File: src/hdl/mecu_pkg.sv
// Shared types, constants and helpers for the mecanum body-velocity unit.
// No dependencies; used by the lane, merge and top-level modules.
`default_nettype none
package mecu_pkg;

  localparam logic [29:0] NS_PER_S = 30'd1000000000;

  localparam logic [2:0] CFG_MODE     = 3'd0;
  localparam logic [2:0] CFG_RPM      = 3'd1;
  localparam logic [2:0] CFG_TICK     = 3'd2;
  localparam logic [2:0] CFG_LINEAR   = 3'd3;
  localparam logic [2:0] CFG_ROTATION = 3'd4;

  localparam int unsigned NUM_WHEELS = 4;

  typedef enum logic [6:0] {
    LN_IDLE  = 7'b0000001,
    LN_NUM   = 7'b0000010,
    LN_CHK   = 7'b0000100,
    LN_DIV   = 7'b0001000,
    LN_SCALE = 7'b0010000,
    LN_RND   = 7'b0100000,
    LN_DONE  = 7'b1000000
  } lane_state_e;

  typedef enum logic [6:0] {
    TOP_IDLE   = 7'b0000001,
    TOP_GAP1   = 7'b0000010,
    TOP_GAP2   = 7'b0000100,
    TOP_LANES  = 7'b0001000,
    TOP_MSTART = 7'b0010000,
    TOP_MERGE  = 7'b0100000,
    TOP_PUSH   = 7'b1000000
  } top_state_e;

  typedef struct packed {
    logic start;
    logic mode;
    logic hold;
  } lane_cmd_t;

  // Reapply sign and saturate a magnitude to signed 32 bits.
  function automatic logic signed [31:0] sat_sign(input logic neg, input logic [63:0] mag);
    logic signed [31:0] res;
    if (neg) begin
      if (mag >= 64'h8000_0000) res = 32'sh8000_0000;
      else res = -$signed(mag[31:0]);
    end else begin
      if (mag > 64'h7FFF_FFFF) res = 32'sh7FFF_FFFF;
      else res = $signed(mag[31:0]);
    end
    return res;
  endfunction

endpackage
`default_nettype wire

File: src/hdl/mecu_lane.sv
// One wheel lane: RPM scaling or tick difference, bit-serial rate divide, scaling.
// Depends on mecu_pkg.
`default_nettype none
module mecu_lane #(
  parameter int unsigned SCALE_FRAC_BITS = 24
) (
  input  wire               clk_i,
  input  wire               rst_ni,
  input  mecu_pkg::lane_cmd_t cmd_i,
  input  wire        [63:0] gap_i,
  input  wire signed [31:0] rpm_i,
  input  wire signed [31:0] ticks_i,
  input  wire        [31:0] rpm_scale_i,
  input  wire        [31:0] tick_scale_i,
  output logic              done_o,
  output logic signed [31:0] speed_o
);
  localparam int unsigned SHR = 31 - SCALE_FRAC_BITS;
  localparam int unsigned NW  = 63 + SCALE_FRAC_BITS;
  localparam logic [29:0] NS_PER_WIDE = mecu_pkg::NS_PER_S;

  mecu_pkg::lane_state_e state_q, state_d;
  logic signed [31:0] last_ticks_q;
  logic signed [31:0] speed_q;
  logic        [32:0] dmag_q;
  logic        [62:0] num_q;
  logic        [63:0] rem_q;
  logic        [30:0] low_q;
  logic        [30:0] quo_q;
  logic        [4:0]  cnt_q;
  logic               neg_q;
  logic               vel_q;
  logic               sat_q;
  logic        [31:0] mag_q;
  logic        [63:0] prod_q;

  logic signed [32:0] dt;
  logic        [NW-1:0] nsh;
  logic        [63:0] top;
  logic        [63:0] rem2;
  logic        [63:0] rnd16;
  logic        [63:0] rndf;

  assign dt   = {ticks_i[31], ticks_i} - {last_ticks_q[31], last_ticks_q};
  assign nsh  = {num_q, {SCALE_FRAC_BITS{1'b0}}};
  assign top  = 64'(num_q >> SHR);
  assign rem2 = {rem_q[62:0], low_q[30]};
  assign rnd16 = (prod_q + 64'h8000) >> 16;
  assign rndf  = (prod_q + (64'd1 << (SCALE_FRAC_BITS - 1))) >> SCALE_FRAC_BITS;

  always_comb begin
    state_d = state_q;
    unique case (state_q)
      mecu_pkg::LN_IDLE: begin
        if (cmd_i.start) begin
          if (!cmd_i.mode) state_d = mecu_pkg::LN_SCALE;
          else if (cmd_i.hold) state_d = mecu_pkg::LN_DONE;
          else state_d = mecu_pkg::LN_NUM;
        end
      end
      mecu_pkg::LN_NUM:   state_d = mecu_pkg::LN_CHK;
      // run the full divide even when saturated so all lanes stay in step
      mecu_pkg::LN_CHK:   state_d = mecu_pkg::LN_DIV;
      mecu_pkg::LN_DIV:   state_d = (cnt_q == 5'd1) ? mecu_pkg::LN_SCALE : mecu_pkg::LN_DIV;
      mecu_pkg::LN_SCALE: state_d = mecu_pkg::LN_RND;
      mecu_pkg::LN_RND:   state_d = mecu_pkg::LN_DONE;
      mecu_pkg::LN_DONE:  state_d = mecu_pkg::LN_IDLE;
      default:            state_d = mecu_pkg::LN_IDLE;
    endcase
  end

  always_ff @(posedge clk_i or negedge rst_ni) begin
    if (!rst_ni) begin
      state_q <= mecu_pkg::LN_IDLE;
      speed_q <= '0;
    end else begin
      state_q <= state_d;
      if (state_q == mecu_pkg::LN_RND) begin
        speed_q <= mecu_pkg::sat_sign(neg_q, vel_q ? rnd16 : rndf);
      end
    end
  end

  always_ff @(posedge clk_i) begin
    unique case (state_q)
      mecu_pkg::LN_IDLE: begin
        if (cmd_i.start) begin
          vel_q <= !cmd_i.mode;
          if (!cmd_i.mode) begin
            neg_q <= rpm_i[31];
            mag_q <= rpm_i[31] ? 32'(-{rpm_i[31], rpm_i}) : rpm_i;
          end else begin
            neg_q  <= dt[32];
            dmag_q <= dt[32] ? 33'(-dt) : dt;
            last_ticks_q <= ticks_i;
          end
        end
      end
      mecu_pkg::LN_NUM: num_q <= 63'(dmag_q * NS_PER_WIDE);
      mecu_pkg::LN_CHK: begin
        rem_q <= top;
        low_q <= nsh[30:0];
        quo_q <= '0;
        cnt_q <= 5'd31;
        sat_q <= (top >= gap_i);
        // saturated rate: sign picks the extreme
        mag_q <= neg_q ? 32'h8000_0000 : 32'h7FFF_FFFF;
      end
      mecu_pkg::LN_DIV: begin
        if (rem2 >= gap_i) begin
          rem_q <= rem2 - gap_i;
          quo_q <= {quo_q[29:0], 1'b1};
        end else begin
          rem_q <= rem2;
          quo_q <= {quo_q[29:0], 1'b0};
        end
        low_q <= {low_q[29:0], 1'b0};
        cnt_q <= cnt_q - 5'd1;
        if (cnt_q == 5'd1 && !sat_q) mag_q <= {quo_q, (rem2 >= gap_i)};
      end
      mecu_pkg::LN_SCALE: prod_q <= mag_q * (vel_q ? rpm_scale_i : tick_scale_i);
      default: ;
    endcase
  end

  assign done_o  = (state_q == mecu_pkg::LN_DONE);
  assign speed_o = speed_q;

endmodule
`default_nettype wire

File: config.mk
export PLATFORM = sky130hd
export DESIGN_NAME = mecu_lane
export DESIGN_NICKNAME = d
export VERILOG_FILES = /design/src/hdl/mecu_pkg.sv /design/src/hdl/mecu_lane.sv
export SDC_FILE = /design/constraint.sdc
export NUM_CORES = 2
export LEC_CHECK = 0
export BUFFER_PORTS_ARGS = -buffer_cell sky130_fd_sc_hd__buf_4
export CAP_MARGIN = 5
export CORE_ASPECT_RATIO = 0.8
export CORE_UTILIZATION = 40
export DETAILED_ROUTE_END_ITERATION = 8
export SLEW_MARGIN = 40
export SYNTH_ARGS = -nofsm -noshare
export SYNTH_HDL_FRONTEND = slang
export SYNTH_SLANG_ARGS = --single-unit
File: constraint.sdc
create_clock -name clk_i -period 22.2 [get_ports clk_i]
set_clock_uncertainty 0.15 [all_clocks]
set_input_delay 4.44 -clock clk_i [delete_from_list [all_inputs] [get_ports clk_i]]
set_output_delay 4.44 -clock clk_i [all_outputs]
set_load 0.005 [all_outputs]
Word level (Yosys, flattened, before mapping)
Index checks and enable logic that the tools add are counted.
- word-level logic and storage cells: 72
- register bits: 387
- reduce and logical (&&, ||, !) cells: 8
- mux-type cells: 24
- $mul: 2
- $lt $le $gt $ge: 4
- add/subtract/negate cells: 8
- eq/ne operators: 11
- operators by type and width (kind ; count):
    32-bit 2-to-1 mux ; 10
    63-bit one-hot mux with 2 select lines ; 1
    31-bit one-hot mux with 2 select lines ; 2
    32-bit one-hot mux with 3 select lines ; 1
    64-bit by 16-bit adder with 64-bit output (second input constant) ; 1
    64-bit by 24-bit adder with 64-bit output (second input constant) ; 1
    56-bit by 64-bit greater-or-equal comparator with 1-bit output ; 1
    64-bit greater-or-equal comparator ; 1
    32-bit by 32-bit multiplier with 64-bit output ; 1
    32-bit negator ; 2
    63-bit 2-to-1 mux ; 1
    63-bit subtractor ; 1
    33-bit by 21-bit multiplier with 54-bit output (second input constant) ; 1
    48-bit by 32-bit greater-or-equal comparator with 1-bit output (second input constant) ; 1
    48-bit by 31-bit > comparator with 1-bit output (second input constant) ; 1
    48-bit 2-to-1 mux ; 1
    7-bit one-hot mux with 6 select lines ; 1
    33-bit negator ; 1
    32-bit by 32-bit subtractor with 33-bit output ; 1
    7-bit 2-to-1 mux ; 3
    5-bit one-hot mux with 2 select lines ; 1
    7-bit by 1-bit == test with 1-bit output (second input constant) ; 1
    7-bit by 2-bit == test with 1-bit output (second input constant) ; 1
    7-bit by 3-bit == test with 1-bit output (second input constant) ; 1
    16 further kinds ; 20

Logic depth before layout (Yosys ltp)
- word-level depth: 5
- depth in mapped cells: 36

Worst setup path before layout
No wires, ideal clock.
- path kind: input to register
- from: input port rpm_scale_i[6]
- to: register prod_q[60], data pin
- setup slack: 9.993 ns
- data required time: 21.787 ns
- arrival: 11.795 ns
- library setup time: 0.263 ns
- buffers on the path: 1
- stages: 28
- path through: mux2_2 clkbuf_1 and2_1 fa_1 fa_1 inv_1 fa_1 fa_1 inv_1 ha_1 ha_1 fa_1 inv_1 fa_1 inv_1 ha_1 a211oi_1 nand2_1 or4_1 o2111ai_1 a211oi_1 o211ai_1 a21oi_1 a31o_2 a21oi_1 o31ai_1 a311oi_1 xnor2_1
- cells in the longest elaborated chain, start to end: 2
- ends and longest elaborated chain (element ; line ; text):
    from (decl) ; mecu_lane.sv:13 ; input wire [31:0] rpm_scale_i,
    32-bit 2-to-1 mux ; mecu_lane.sv:121 ; mecu_pkg::LN_SCALE: prod_q <= mag_q * (vel_q ? rpm_scale_i : tick_scale_i);
    32-bit by 32-bit multiplier with 64-bit output ; mecu_lane.sv:121 ;
    to (signal assigned) ; mecu_lane.sv:121 ;
    to (decl) ; mecu_lane.sv:35 ; logic [63:0] prod_q;
No other way between the ends.
A chain may end at the register's enable or synchronous reset.

Worst setup path after layout
- from: input port rpm_scale_i[4]
- to: register prod_q[60], data pin
Same word-level chain as after synthesis.

==> results.cfg <==
[die]
io_pins = 230
die_y_um = 378
die_area_mm2 = 0.178
start_util_pct = 40.4
rows = 137
core_mm2 = 0.175
die_x_um = 472

[clock_tree]
numCtsBuffers = 39
post_cts_resized = 0
cts_root_buffer = clkbuf_16
htree_num_levels = 2
hold_buffers = 0
tritoncts = yes
cts.sinks = 341
clk_pin_slew_ns = 0.07
insertion_delay_ns = 0.61
post-cts-setup-buffers = 0
clockBufferDepth = 3

[timing]
fin_crit_ns = 12.89
tns_ns = 0
finalMaxSlewViolations = 0
hold_violations = 0
fin_crit_sh_pct = 58.1
rsz0062_at_grt = false
setup_slack_ns = 9.31
setup_viol = 0
relSlewSlack_pct = 41.1
worst_pin_slew_ns = 0.883
fmax_mhz = 77.6

[min_path]
min_path_type = reg2reg
min_path_cells = 1

[place]
place.gp.congestion = 0.909
dpl.cell_count = 9825
hpwl_mm = 157
io_buffer_count = 229
detailedPlace.worstSlack_ns = 8.61

[global_route]
grt_max_degree = 70
grt_use_total_pct = 22.8
overflow = 0
grt_pass1_vias = 53221
grt_pass1_wl_mm = 314
grt_antenna_before_repair = 6

[worst_setup_path]
worst_setup_path_start_kind = input pin
end_kind = flop
critical_path_arrival_ns = 13.12
worstReg2RegStart = vel_q$_DFFE_PP_
crit_start = rpm_scale_i[4]
worstPathMaxFanout = 32
reg2reg_depth = 31
r2r_end = prod_q[60]$_DFFE_PP_
timing.reg2reg.setup_slack_ns = 12.18
crit_required_ns = 22.43
criticalPathCategory = in2reg
endpoint = prod_q[60]$_DFFE_PP_

[detailed_routing]
wl_per_cell_um = 20.3
via_count = 52504
antenna_left = 0
firstDrtPassIters = 6
vias_per_cell = 5.30
wirelength_mm = 201
drt_first_iter_violations = 3915
route.detailed.drc = 0

[synthesis]
synthTopCellsByCount = inv_1, fa_1, nand2_1, ha_1, and2_1
yosysMostFrequentCell = inv_1
synth_seq_area_share_pct = 14.2
synth_xor_area_share_pct = 3.79
postSynthCellCount = 7562
synth_top_family_by_area = adder cells
synth_area_mm2 = 0.0706
synth-adder-area-share_pct = 46.8
synth-simple-area-share_pct = 14.4
synth-main-ff-cell = edfxtp_1
synth_cell_types = 97
synth_compound_area_share_pct = 8.73
synth_mux_area_share_pct = 1.63
yosysWarnings = 0
synth_edf_count = 302
synth-seq-cells = 341
avgSynthCellArea_um2 = 9.33
synth_top_area_share_pct = 34.6
ys_async_sr_fraction_pct = 11.4
synth_area_leaders = fa_1, edfxtp_1, ha_1
synth_fp_nets = 9667
synth_top_cell_by_area = fa_1

[final_layout]
fin_cells = 9898
nNetsFinal = 9678
fill_cells = 17060
drive_above_1_share_pct = 5.93
syn_to_final_growth_pct = 7.52

[flow_run]
drv_cap = 0

[status]
status = finished clean
state kept, by name, summed over array words and instances, names as in the netlist:
register / cells
cnt_q: 5
dmag_q: 33
last_ticks_q: 32
mag_q: 32
neg_q: 1
num_q: 54
prod_q: 49
quo_q: 31
rem_q: 63
sat_q: 1
speed_o: 32
state_q: 7
vel_q: 1
critical path, cell delays in order:
cell,delay [ns]
buf_4,0.10
mux2_2,0.52
and2_1,0.30
fa_1,0.53
inv_1,0.06
fa_1,0.52
fa_1,0.51
fa_1,0.49
inv_1,0.04
ha_1,0.28
ha_1,0.33
fa_1,0.55
inv_1,0.06
fa_1,0.53
inv_1,0.04
ha_1,0.31
a211oi_1,0.32
nand2_1,0.08
or4_1,0.49
o2111ai_1,0.46
a211oi_2,0.23
o211ai_1,0.36
a21oi_1,0.19
a31o_2,0.27
a21oi_1,0.41
o31ai_1,0.19
a311oi_1,0.37
xnor2_1,0.10
final cells by class:
class	instances	area [um2]	share of cell area [%]
sequential	341	10000	13.2
multi-input combinational	5274	53300	70.3
tap	2293	2870	3.78
antenna	4	10.0	0.0132
clock inverter	21	268	0.353
clock buffer	48	1010	1.33
timing repair buffer	288	2210	2.91
inverter	1629	6110	8.06
cells in the final DEF, fill, tap and decap left out, types with 10 or more instances in the layout:
master / instances
inv_1: 1627
fa_1: 1220
nand2_1: 715
ha_1: 688
and2_1: 641
edfxtp_1: 302
buf_4: 282
o21ai_0: 257
a21oi_1: 250
nor2_1: 186
xnor2_1: 175
a21o_1: 149
xor2_1: 130
nand3_1: 87
nand4_1: 72
mux2i_1: 72
nor3_1: 62
o31ai_1: 39
clkbuf_16: 39
dfrtp_1: 38
o21bai_1: 34
o21a_1: 33
and3_1: 32
nor2b_1: 32
a211oi_1: 31
nand2b_1: 27
a31oi_1: 25
mux2_2: 23
or3_1: 22
nor4_1: 19
a221oi_1: 16
mux2_4: 15
or2_2: 15
o211ai_1: 10
o41ai_1: 10
how the worst min path moves through the flow:
stage,start,slack [ns],end
after floorplan,state_q[6]$_DFFE_PN0N_,0.32,state_q[5]$_DFFE_PN0N_
after detailed placement,speed_o[24]$_DFFE_PN0N_,0.32,speed_o[24]$_DFFE_PN0N_
after global placement,speed_o[24]$_DFFE_PN0N_,0.31,speed_o[24]$_DFFE_PN0N_
after CTS,speed_o[24]$_DFFE_PN0N_,0.33,speed_o[24]$_DFFE_PN0N_
final,speed_o[11]$_DFFE_PN0N_,0.33,speed_o[11]$_DFFE_PN0N_
after global routing,speed_o[9]$_DFFE_PN0N_,0.35,speed_o[9]$_DFFE_PN0N_
kinds of logic after synthesis:
logic type | after synthesis
xor gates and xnor gates | 305
DFF | 341
AOI/OAI and AO/OA | 968
muxes | 110
and+or+nand+nor | 1983
adders and majority gates | 1908
buffers and inverters | 1947
through the flow:
| step | utilization [%] | cell area (um2) | hold WS, ns |
|---|---|---|---|
| 2_1_floorplan | - | 70600 | 0.318 |
| 3_3_place_gp | 42.6 | 74400 | 0.314 |
| 3_5_place_dp | 42.6 | 74500 | 0.318 |
| 4_1_cts | 43.4 | 75800 | 0.332 |
| 5_1_grt | 43.4 | 75900 | 0.346 |
| 6_report | 43.4 | 75900 | 0.326 |
routing by layer:
| metal | wire (um) | part of all wire [%] | track usage (%) | up-vias |
|---|---|---|---|---|
| li1 | - | - | - | 23794 |
| met4 | 4480 | 2.2 | 4.63 | 0 |
| met1 | 95700 | 48 | 34.1 | 26746 |
| met3 | 14700 | 7.3 | 3.70 | 250 |
| met5 | 0 | 0 | 0 | - |
| met2 | 86200 | 43 | 34.3 | 1714 |
Power is not shown: default switching activity piles up to over one toggle a cycle in this logic, so the estimate is an artifact.
